### config.mk
export PLATFORM = sky130hd
export DESIGN_NAME = one_wire_bus_master
export DESIGN_NICKNAME = d
export VERILOG_FILES = /design/src/design/owbm_pkg.sv /design/src/design/owbm_in_reg.sv /design/src/design/owbm_seq.sv /design/src/design/one_wire_bus_master.sv
export SDC_FILE = /design/constraint.sdc
export NUM_CORES = 1
export LEC_CHECK = 0
export BUFFER_PORTS_ARGS = -buffer_cell sky130_fd_sc_hd__buf_2
export CAP_MARGIN = 20
export CORE_MARGIN = 2
export CORE_UTILIZATION = 49
export CTS_CLUSTER_SIZE = 28
export DETAILED_ROUTE_END_ITERATION = 8
export PLACE_DENSITY = 0.67
export SLEW_MARGIN = 10
export SYNTH_ARGS = -nofsm -noshare
export SYNTH_HDL_FRONTEND = slang
export SYNTH_HIERARCHICAL = 1
export SYNTH_SLANG_ARGS = --single-unit
export TNS_END_PERCENT = 50
### constraint.sdc
create_clock -name clk -period 3.5 [get_ports clk]
set_input_delay 0.525 -clock clk [delete_from_list [all_inputs] [get_ports clk]]
set_output_delay 0.525 -clock clk [all_outputs]
set_load 0.01 [all_outputs]
### src/design/owbm_pkg.sv
// Shared types and constants of the single-wire bus master.
`timescale 1ns / 1ps
`default_nettype none
package owbm_pkg;

  localparam int REG_IDX_W = 3;

  typedef logic [1:0] req_code_t;
  localparam req_code_t REQ_TICK  = 2'd0;
  localparam req_code_t REQ_RESET = 2'd1;
  localparam req_code_t REQ_WRITE = 2'd2;
  localparam req_code_t REQ_READ  = 2'd3;

  typedef logic [REG_IDX_W-1:0] reg_idx_t;
  localparam reg_idx_t REG_RESET_PRE  = 3'd0;
  localparam reg_idx_t REG_RESET_LOW  = 3'd1;
  localparam reg_idx_t REG_PRES_WAIT  = 3'd2;
  localparam reg_idx_t REG_RESET_TAIL = 3'd3;
  localparam reg_idx_t REG_WRITE_SLOT = 3'd4;
  localparam reg_idx_t REG_WRITE_TAIL = 3'd5;
  localparam reg_idx_t REG_READ_PRE   = 3'd6;
  localparam reg_idx_t REG_READ_TAIL  = 3'd7;

  typedef struct packed {
    req_code_t  req_type;
    logic [7:0] write_byte;
    logic       line_in;
  } word_t;

endpackage
`default_nettype wire

### src/design/owbm_in_reg.sv
// Input register stage that holds one accepted word for the sequencer.
`timescale 1ns / 1ps
`default_nettype none
module owbm_in_reg
  import owbm_pkg::*;
(
  input  wire logic       clk,
  input  wire logic       rst,
  input  wire logic       in_valid,
  output logic            in_ready,
  input  wire req_code_t  req_type,
  input  wire logic [7:0] write_byte,
  input  wire logic       line_in,
  input  wire logic       take,
  output logic            held_valid,
  output word_t           held_word
);

  assign in_ready = !held_valid || take;

  always_ff @(posedge clk) begin
    if (rst) begin
      held_valid <= 1'b0;
    end else if (in_ready) begin
      held_valid <= in_valid;
    end
    if (in_valid && in_ready) begin
      held_word <= '{req_type: req_type, write_byte: write_byte, line_in: line_in};
    end
  end

endmodule
`default_nettype wire

### src/design/owbm_seq.sv
// Bus sequencer: timing registers, phase machine and result register.
`timescale 1ns / 1ps
`default_nettype none
module owbm_seq
  import owbm_pkg::*;
#(
  parameter int TIMER_WIDTH = 10
) (
  input  wire logic                   clk,
  input  wire logic                   rst,
  input  wire logic                   cfg_valid,
  output logic                        cfg_ready,
  input  wire reg_idx_t               cfg_index,
  input  wire logic [TIMER_WIDTH-1:0] cfg_data,
  input  wire logic                   held_valid,
  input  wire word_t                  held_word,
  output logic                        take,
  output logic                        out_valid,
  input  wire logic                   out_ready,
  output logic                        drive_low,
  output logic                        busy_res,
  output logic                        done_res,
  output logic [7:0]                  read_byte,
  output logic                        presence
);

  localparam int NUM_REGS = 1 << REG_IDX_W;

  typedef enum logic [3:0] {
    PH_IDLE, PH_R_PRE, PH_R_LOW, PH_R_WAIT, PH_R_SAMPLE, PH_R_TAIL,
    PH_W_PULSE, PH_W_SLOT, PH_W_TAIL, PH_RD_PRE, PH_RD_PULSE,
    PH_RD_SAMPLE, PH_RD_TAIL
  } phase_t;

  logic [TIMER_WIDTH-1:0] timing [NUM_REGS];
  phase_t                 phase, phase_next;
  logic [TIMER_WIDTH-1:0] tick_count, tick_count_next;
  logic [2:0]             bit_count, bit_count_next;
  logic [7:0]             shift_byte, shift_byte_next;
  logic                   presence_flag, presence_flag_next;
  logic [7:0]             last_read, last_read_next;
  logic                   drive, done;
  logic [TIMER_WIDTH-1:0] lim;
  logic [TIMER_WIDTH:0]   tick_inc;
  logic                   hit;
  logic [TIMER_WIDTH-1:0] tick_step;

  function automatic logic phase_drive(phase_t p, logic b0);
    logic d;
    case (p)
      PH_R_LOW, PH_W_PULSE, PH_RD_PULSE: d = 1'b1;
      PH_W_SLOT: d = !b0;
      default: d = 1'b0;
    endcase
    return d;
  endfunction

  assign cfg_ready = 1'b1;
  assign take = held_valid && (!out_valid || out_ready);

  always_comb begin
    case (phase)
      PH_R_PRE:  lim = timing[REG_RESET_PRE];
      PH_R_LOW:  lim = timing[REG_RESET_LOW];
      PH_R_WAIT: lim = timing[REG_PRES_WAIT];
      PH_R_TAIL: lim = timing[REG_RESET_TAIL];
      PH_W_SLOT: lim = timing[REG_WRITE_SLOT];
      PH_W_TAIL: lim = timing[REG_WRITE_TAIL];
      PH_RD_PRE: lim = timing[REG_READ_PRE];
      default:   lim = timing[REG_READ_TAIL];
    endcase
  end

  // A limit of zero ends the phase after one tick, like a limit of one.
  assign tick_inc  = (TIMER_WIDTH+1)'(tick_count) + (TIMER_WIDTH+1)'(1);
  assign hit       = tick_inc >= (TIMER_WIDTH+1)'(lim);
  assign tick_step = hit ? '0 : tick_inc[TIMER_WIDTH-1:0];

  always_comb begin
    phase_next         = phase;
    tick_count_next    = tick_count;
    bit_count_next     = bit_count;
    shift_byte_next    = shift_byte;
    presence_flag_next = presence_flag;
    last_read_next     = last_read;
    done               = 1'b0;
    if (held_word.req_type != REQ_TICK) begin
      if (phase == PH_IDLE) begin
        tick_count_next = '0;
        bit_count_next  = '0;
        case (held_word.req_type)
          REQ_RESET: phase_next = PH_R_PRE;
          REQ_WRITE: begin
            shift_byte_next = held_word.write_byte;
            phase_next      = PH_W_PULSE;
          end
          default: begin
            shift_byte_next = '0;
            phase_next      = PH_RD_PRE;
          end
        endcase
      end
      drive = phase_drive(phase_next, shift_byte_next[0]);
    end else begin
      drive = phase_drive(phase, shift_byte[0]);
      case (phase)
        PH_R_PRE: begin
          tick_count_next = tick_step;
          if (hit) phase_next = PH_R_LOW;
        end
        PH_R_LOW: begin
          tick_count_next = tick_step;
          if (hit) phase_next = PH_R_WAIT;
        end
        PH_R_WAIT: begin
          tick_count_next = tick_step;
          if (hit) phase_next = PH_R_SAMPLE;
        end
        PH_R_SAMPLE: begin
          presence_flag_next = !held_word.line_in;
          tick_count_next    = '0;
          phase_next         = PH_R_TAIL;
        end
        PH_R_TAIL: begin
          tick_count_next = tick_step;
          if (hit) begin
            phase_next = PH_IDLE;
            done       = 1'b1;
          end
        end
        PH_W_PULSE: begin
          tick_count_next = '0;
          phase_next      = PH_W_SLOT;
        end
        PH_W_SLOT: begin
          tick_count_next = tick_step;
          if (hit) begin
            shift_byte_next = {1'b0, shift_byte[7:1]};
            bit_count_next  = bit_count + 3'd1;
            phase_next      = (bit_count == 3'd7) ? PH_W_TAIL : PH_W_PULSE;
          end
        end
        PH_W_TAIL: begin
          tick_count_next = tick_step;
          if (hit) begin
            phase_next = PH_IDLE;
            done       = 1'b1;
          end
        end
        PH_RD_PRE: begin
          tick_count_next = tick_step;
          if (hit) phase_next = PH_RD_PULSE;
        end
        PH_RD_PULSE: phase_next = PH_RD_SAMPLE;
        PH_RD_SAMPLE: begin
          shift_byte_next = {held_word.line_in, shift_byte[7:1]};
          tick_count_next = '0;
          phase_next      = PH_RD_TAIL;
        end
        PH_RD_TAIL: begin
          tick_count_next = tick_step;
          if (hit) begin
            bit_count_next = bit_count + 3'd1;
            if (bit_count == 3'd7) begin
              last_read_next = shift_byte;
              phase_next     = PH_IDLE;
              done           = 1'b1;
            end else begin
              phase_next = PH_RD_PRE;
            end
          end
        end
        default: phase_next = PH_IDLE;
      endcase
    end
  end

  always_ff @(posedge clk) begin
    if (rst) begin
      timing[REG_RESET_PRE]  <= TIMER_WIDTH'(72);
      timing[REG_RESET_LOW]  <= TIMER_WIDTH'(720);
      timing[REG_PRES_WAIT]  <= TIMER_WIDTH'(45);
      timing[REG_RESET_TAIL] <= TIMER_WIDTH'(180);
      timing[REG_WRITE_SLOT] <= TIMER_WIDTH'(45);
      timing[REG_WRITE_TAIL] <= TIMER_WIDTH'(36);
      timing[REG_READ_PRE]   <= TIMER_WIDTH'(9);
      timing[REG_READ_TAIL]  <= TIMER_WIDTH'(36);
      phase         <= PH_IDLE;
      tick_count    <= '0;
      bit_count     <= '0;
      shift_byte    <= '0;
      presence_flag <= 1'b0;
      last_read     <= '0;
      out_valid     <= 1'b0;
    end else begin
      if (cfg_valid) begin
        timing[cfg_index] <= cfg_data;
      end
      if (take) begin
        phase         <= phase_next;
        tick_count    <= tick_count_next;
        bit_count     <= bit_count_next;
        shift_byte    <= shift_byte_next;
        presence_flag <= presence_flag_next;
        last_read     <= last_read_next;
        out_valid     <= 1'b1;
      end else if (out_ready) begin
        out_valid <= 1'b0;
      end
    end
    if (take) begin
      drive_low <= drive;
      busy_res  <= phase_next != PH_IDLE;
      done_res  <= done;
      read_byte <= last_read_next;
      presence  <= presence_flag_next;
    end
  end

endmodule
`default_nettype wire

### src/design/one_wire_bus_master.sv
// Top level of the single-wire bus master.
// The block takes one word per clock cycle while the output side does not stall and gives one result word for each.
// A word passes an input register and then the sequencer, which advances the
// bus phase by one step and loads the result register. Tick words each stand
// for one microsecond of bus time; command words start a reset, write or read
// sequence when the master is idle and are otherwise ignored. Timing registers
// are written through the configuration channel, which is always ready, and
// must be written only while the master is idle.
`timescale 1ns / 1ps
`default_nettype none
module one_wire_bus_master
  import owbm_pkg::*;
#(
  parameter int TIMER_WIDTH = 10
) (
  input  wire logic                   clk,
  input  wire logic                   rst,
  input  wire logic                   cfg_valid,
  output logic                        cfg_ready,
  input  wire reg_idx_t               cfg_index,
  input  wire logic [TIMER_WIDTH-1:0] cfg_data,
  input  wire logic                   in_valid,
  output logic                        in_ready,
  input  wire req_code_t              req_type,
  input  wire logic [7:0]             write_byte,
  input  wire logic                   line_in,
  output logic                        out_valid,
  input  wire logic                   out_ready,
  output logic                        drive_low,
  output logic                        busy_res,
  output logic                        done_res,
  output logic [7:0]                  read_byte,
  output logic                        presence
);

  logic  held_valid;
  word_t held_word;
  logic  take;

  owbm_in_reg u_in_reg (
    .clk        (clk),
    .rst        (rst),
    .in_valid   (in_valid),
    .in_ready   (in_ready),
    .req_type   (req_type),
    .write_byte (write_byte),
    .line_in    (line_in),
    .take       (take),
    .held_valid (held_valid),
    .held_word  (held_word)
  );

  owbm_seq #(
    .TIMER_WIDTH (TIMER_WIDTH)
  ) u_seq (
    .clk        (clk),
    .rst        (rst),
    .cfg_valid  (cfg_valid),
    .cfg_ready  (cfg_ready),
    .cfg_index  (cfg_index),
    .cfg_data   (cfg_data),
    .held_valid (held_valid),
    .held_word  (held_word),
    .take       (take),
    .out_valid  (out_valid),
    .out_ready  (out_ready),
    .drive_low  (drive_low),
    .busy_res   (busy_res),
    .done_res   (done_res),
    .read_byte  (read_byte),
    .presence   (presence)
  );

endmodule
`default_nettype wire

-- Yosys cells after proc, flatten, opt, wreduce, memory -nomap -nowiden
Memories as Yosys holds them, arrays and structs flattened.
Index checks and enable logic that the tools add are counted.
- add/sub/neg operators: 2
- $lt $le $gt $ge: 1
- eq/ne operators: 22
- multiplexer cells: 52
- reductions and logical operators: 28
- operator list (cell ; count):
    $pmux W10 S7 ; 1
    $mux W8 ; 8
    $mux W4 ; 12
    $pmux W4 S11 ; 1
    $mux W10 ; 4
    $pmux W8 S2 ; 2
    $eq A4 B3 Y1 const B ; 6
    $eq A4 B4 Y1 const B ; 6
    $pmux W10 S2 ; 1
    $mux W3 ; 5
    $mux W1 ; 14
    $eq A4 B2 Y1 const B ; 3
    $add A10 B1 Y11 const B ; 1
    $ge A11 B10 Y1 ; 1
    $reduce_or A10 Y1 ; 1
    $reduce_or A3 Y1 ; 3
    $pmux W4 S2 ; 1
    $reduce_bool A2 Y1 ; 4
    $reduce_or A8 Y1 ; 1
    $pmux W1 S2 ; 3
    $reduce_and A3 Y1 ; 2
    $reduce_bool A3 Y1 ; 2
    $logic_not A1 Y1 ; 5
    $reduce_and A5 Y1 ; 1
    other kinds (13) ; 17
- bits in registers: 59
- memory bits (writable): 80
- input bits: 29
- output and inout port bits: 15
- word-level logic and storage cells: 123
- memories kept: 1
- memories (memory ; words ; width ; rd ports ; clocked after memory_dff ; write ports ; line ; source):
    u_seq.timing ; 8 ; 10 ; 8 ; 0 ; 8 ; owbm_seq.sv:35 ; logic [TIMER_WIDTH-1:0] timing [NUM_REGS];

-- Depth between registers and ports, before layout
- word-level depth: 8
- depth in mapped cells: 17

-- By module
The synthesis kept the hierarchy.
- modules (own cells, without submodules) (module ; times used ; cells an instance ; area an instance (um^2) ; sequential area each (um^2)):
    owbm_seq ; 1 ; 567 ; 6388.6 ; 3463.3
    owbm_in_reg ; 1 ; 16 ; 385.4 ; 350.3

-- Worst setup path after synthesis
OpenSTA, ideal clock, no wires.
- kind: register -> register
- from: reg u_seq.phase[1]
- to: reg u_seq.busy_res (data pin)
- library setup time: 0.273 ns
- data arrival time: 2.884 ns
- setup slack: 0.343 ns
- cell stages (with the launch flop): 18
- path buffers: 4
- clock period less this slack: 3.157 ns
- cells stage by stage: dfxtp_1 > buf_6 > or2_1 > buf_6 > nor2_1 > clkbuf_1 > a222oi_1 > nand4_1 > o21ai_0 > ha_1 > nand2_1 > o21ai_0 > a21oi_2 > o221ai_4 > buf_6 > nand3_1 > a31oi_2 > nand4_1
- word-level cells in the longest chain between the ends: 7
- elaborated cells on any way between the ends: 28
- those cells by class: 1 x order compare; 12 x eq/ne; 12 x mux; 3 x reduce/logical
- RTL lines (element ; line ; source):
    start, declared ; owbm_seq.sv:36 ; phase_t phase, phase_next;
    start signal, assigned ; owbm_seq.sv:200 ; phase <= phase_next;
    $eq A4 B4 Y1, or another cell as far along ; owbm_seq.sv:62, owbm_seq.sv:106 ;
    $pmux W10 S7 ; owbm_seq.sv:62 ; case (phase)
    $ge A11 B10 Y1 ; owbm_seq.sv:76 ; assign hit = tick_inc >= (TIMER_WIDTH+1)'(lim);
    $mux W4, or another cell as far along ; owbm_seq.sv:162 ; if (hit) begin
    $pmux W4 S11 ; owbm_seq.sv:106 ; case (phase)
    $mux W4 * ; owbm_seq.sv:87 ; if (held_word.req_type != REQ_TICK) begin
    $reduce_bool A4 Y1 * ; owbm_seq.sv:213 ; busy_res <= phase_next != PH_IDLE;
    end signal, assigned ; owbm_seq.sv:213 ;
    end, declared ; owbm_seq.sv:21 ; output logic busy_res,
Mark *: on every way between the ends. The rest lies on a longest branch, timed or not. The select of a mux whose other input is x is not followed.
A chain may end at the register's enable or synchronous reset.

-- Final worst setup path
Ends and elaborated chain as after synthesis.

==> run metrics <==
status=finished clean; Iter 0 DRT Violations=545; pwr/cell area=531 nW/um^2; diodes inserted=0; grt total ovfl=0; die height=122 um; Req. time, crit path=3.66 ns; Synth top area share=45.7%; row cnt=42; post-route setup TNS=0 ns; post-layout min period=3.35 ns; final net count=700; Max Slew Vio Count=0; die area=14,800 um^2; Mapped Area=6770 um^2; Critical Path Start Type=flip-flop; Worst slew margin=63.0%; first-pass GRT wire length=25,500 um; total number of vias=4,956; Setup Skew=0.00588 ns; die width=122 um; Seq/Total Area, Yosys=56.3%; Worst Path Class, Setup=reg -> reg; GRT Total Usage=23.2%; crit end category=flip-flop; Starting Density=50.7%; CP max FO=15; post-placement setup slack=-0.104 ns; Post-synth EDFFs=103; post-detailed-routing wire length=16,500 um; Lkg Pwr=0.00305 uW; part of the cycle the worst path needs=95.8%; Worst VDD drop=0.408 mV; CTS Hold Bufs=0; Skew-Pair Late Insertion Delay=0.43 ns; hold crit path type=in -> reg; grt met2 use=38.4%; final core utilization=60.2%; Top Ports=44; Vias/cell=5.88; Final Hold Viols=0; max cap viols=0; measured slew at the worst slew-check pin=0.553 ns; worst setup margin=0.148 ns; ys flop type=edfxtp_1; DRC errors left=0; Avg Inst Size Synth=11.6 um^2; Max clock buf depth=2; largest net degree at the start of global routing=45; post-route ant nets=0; FFs w/ async S/R, synth=0%; initial antenna violation count=0; Post-DP HPWL=11,300 um; share of post-route cells with drive strength above 1=25.2%; gr busiest metal=met2; largest cells by area after synthesis=edfxtp_1 46%, dfxtp_1 11%, and2_1 5.4%; number of global-route vias before repair=4,713; core region area=13,300 um^2; drt pass-1 iters=8; Synth area leader=edfxtp_1; Synth Net Count=629; Fillers=1,075; Synth Instances=583; Final GP Congestion=0.874; H-Tree Depth=4; clock sinks=139; Num CTS Buffers=17; register bit total from synthesis=139; M1 GR Usage=29.5%; yosys warns=6; most common cell in the netlist=edfxtp_1; routed length per instance=19.6 um; TritonCTS clock tree=yes; Buffers on Ports=42; f_max=298 MHz; Synth cell types=70; Area Growth Syn to Fin=18.7%; Final Setup Violations=0; WP data arrival=3.51 ns; Clock Pin Slew Worst Setup and Hold Paths=0.06 ns; Commonest cells post-synth=103 x edfxtp_1, 58 x and2_1, 44 x nor2_1, 36 x dfxtp_1, 33 x nand2_1; CTS Root Cell=clkbuf_16; M3 GR Usage=4.96%
flip-flops by register name, summed over array words and instances, names as in the netlist, 3 cells and up:
name,count
u_seq/tick_count,10
u_seq/timing,80
u_in_reg/held_word,11
u_seq/bit_count,3
u_seq/read_byte,8
u_seq/last_read,8
u_seq/phase,4
u_seq/shift_byte,8
cell type report:
cell class / count / area, um^2 / area share (%)
sequential: 139 / 3820 / 47.5
multi-input combinational: 402 / 2830 / 35.1
timing repair buffer: 82 / 510 / 6.35
clock buffer: 18 / 429 / 5.34
tap: 176 / 220 / 2.74
clock inverter: 14 / 194 / 2.41
inverter: 12 / 45.0 / 0.560
worst paths after layout:
kind / from / endpoint / slack (ns) / cells past startpoint
setup / recovery: u_seq/phase[1] / u_seq/busy_res / 0.15 / 16
hold / removal: req_type[1] / u_in_reg/held_word[10] / 0.27 / 1
hold reg to reg: u_seq/presence_flag / u_seq/presence_flag / 0.47 / 2
setup reg to reg: u_seq/phase[1] / u_seq/busy_res / 0.15 / 16
power by group:
group	internal [uW]	total (uW)	switching (uW)
registers	1860	1900	43.7
logic	166	464	298
clock network	1200	1900	703
total	3220	4270	1040
critical path, cell delays in order, from the launching register on:
cell,delay (ns)
dfxtp_1,0.31
buf_4,0.19
nand2_2,0.11
nor2_1,0.05
buf_4,0.17
a222oi_1,0.42
nand4_1,0.18
o21ai_0,0.13
ha_1,0.18
a21oi_1,0.06
o21ai_0,0.20
a21oi_2,0.08
buf_4,0.16
o221ai_4,0.20
a31oi_1,0.17
a2111oi_4,0.34
nand4_1,0.13
timing repair:
| action | CTS | global route |
|---|---|---|
| pin swaps | 0 | 7 |
| resized for setup | 2 | 13 |
| cloned | 0 | 1 |
| setup buffers | 0 | 6 |
| endpoints found under the setup margin | 23 | 39 |
routing by layer:
layer | routed length [um] | up-vias | part of all wire (%)
met3 | 947 | 29 | 5.7
met1 | 6940 | 2433 | 42
li1 | - | 2329 | -
met2 | 8180 | 165 | 49
met5 | 0 | - | 0
met4 | 463 | 0 | 2.8
kinds of logic (layout without fill, tap and decap cells):
group	count (synthesis)	after routing	share of synthesized area (%)
DFF	139	139	56.3
muxes	19	19	2.96
adders and majority gates	17	17	3.14
buffers and inverters	43	126	3.12
other	1	1	0.0554
and+or+nand+nor	234	234	19.9
xor gates and xnor gates	9	9	1.16
AOI/OAI and AO/OA	121	122	13.3
cell usage in the layout (no fill, tap or decap), types with 12 or more instances in the layout:
cell / n
edfxtp_1: 103
o21ai_0: 20
clkbuf_16: 17
nand2b_1: 13
a21oi_1: 21
a22oi_1: 23
nand4_1: 12
nand2_1: 30
dfxtp_1: 34
nor2_1: 42
buf_4: 40
and2_1: 58
ha_1: 17
buf_2: 42
or3_1: 18
per-stage QoR:
stage / hold slack (ns) / instance area [um^2] / instances / power [uW]
after floorplan: 0.436 / 6770 / 583 / 2210
after global placement: 0.446 / 7290 / 804 / 2360
after detailed placement: 0.454 / 7290 / 804 / 2380
after CTS: 0.256 / 7920 / 836 / 4270
after global routing: 0.259 / 8040 / 843 / 4410
final: 0.272 / 8040 / 843 / 4270
No activity file was read; power rests on OpenSTA's default activity.
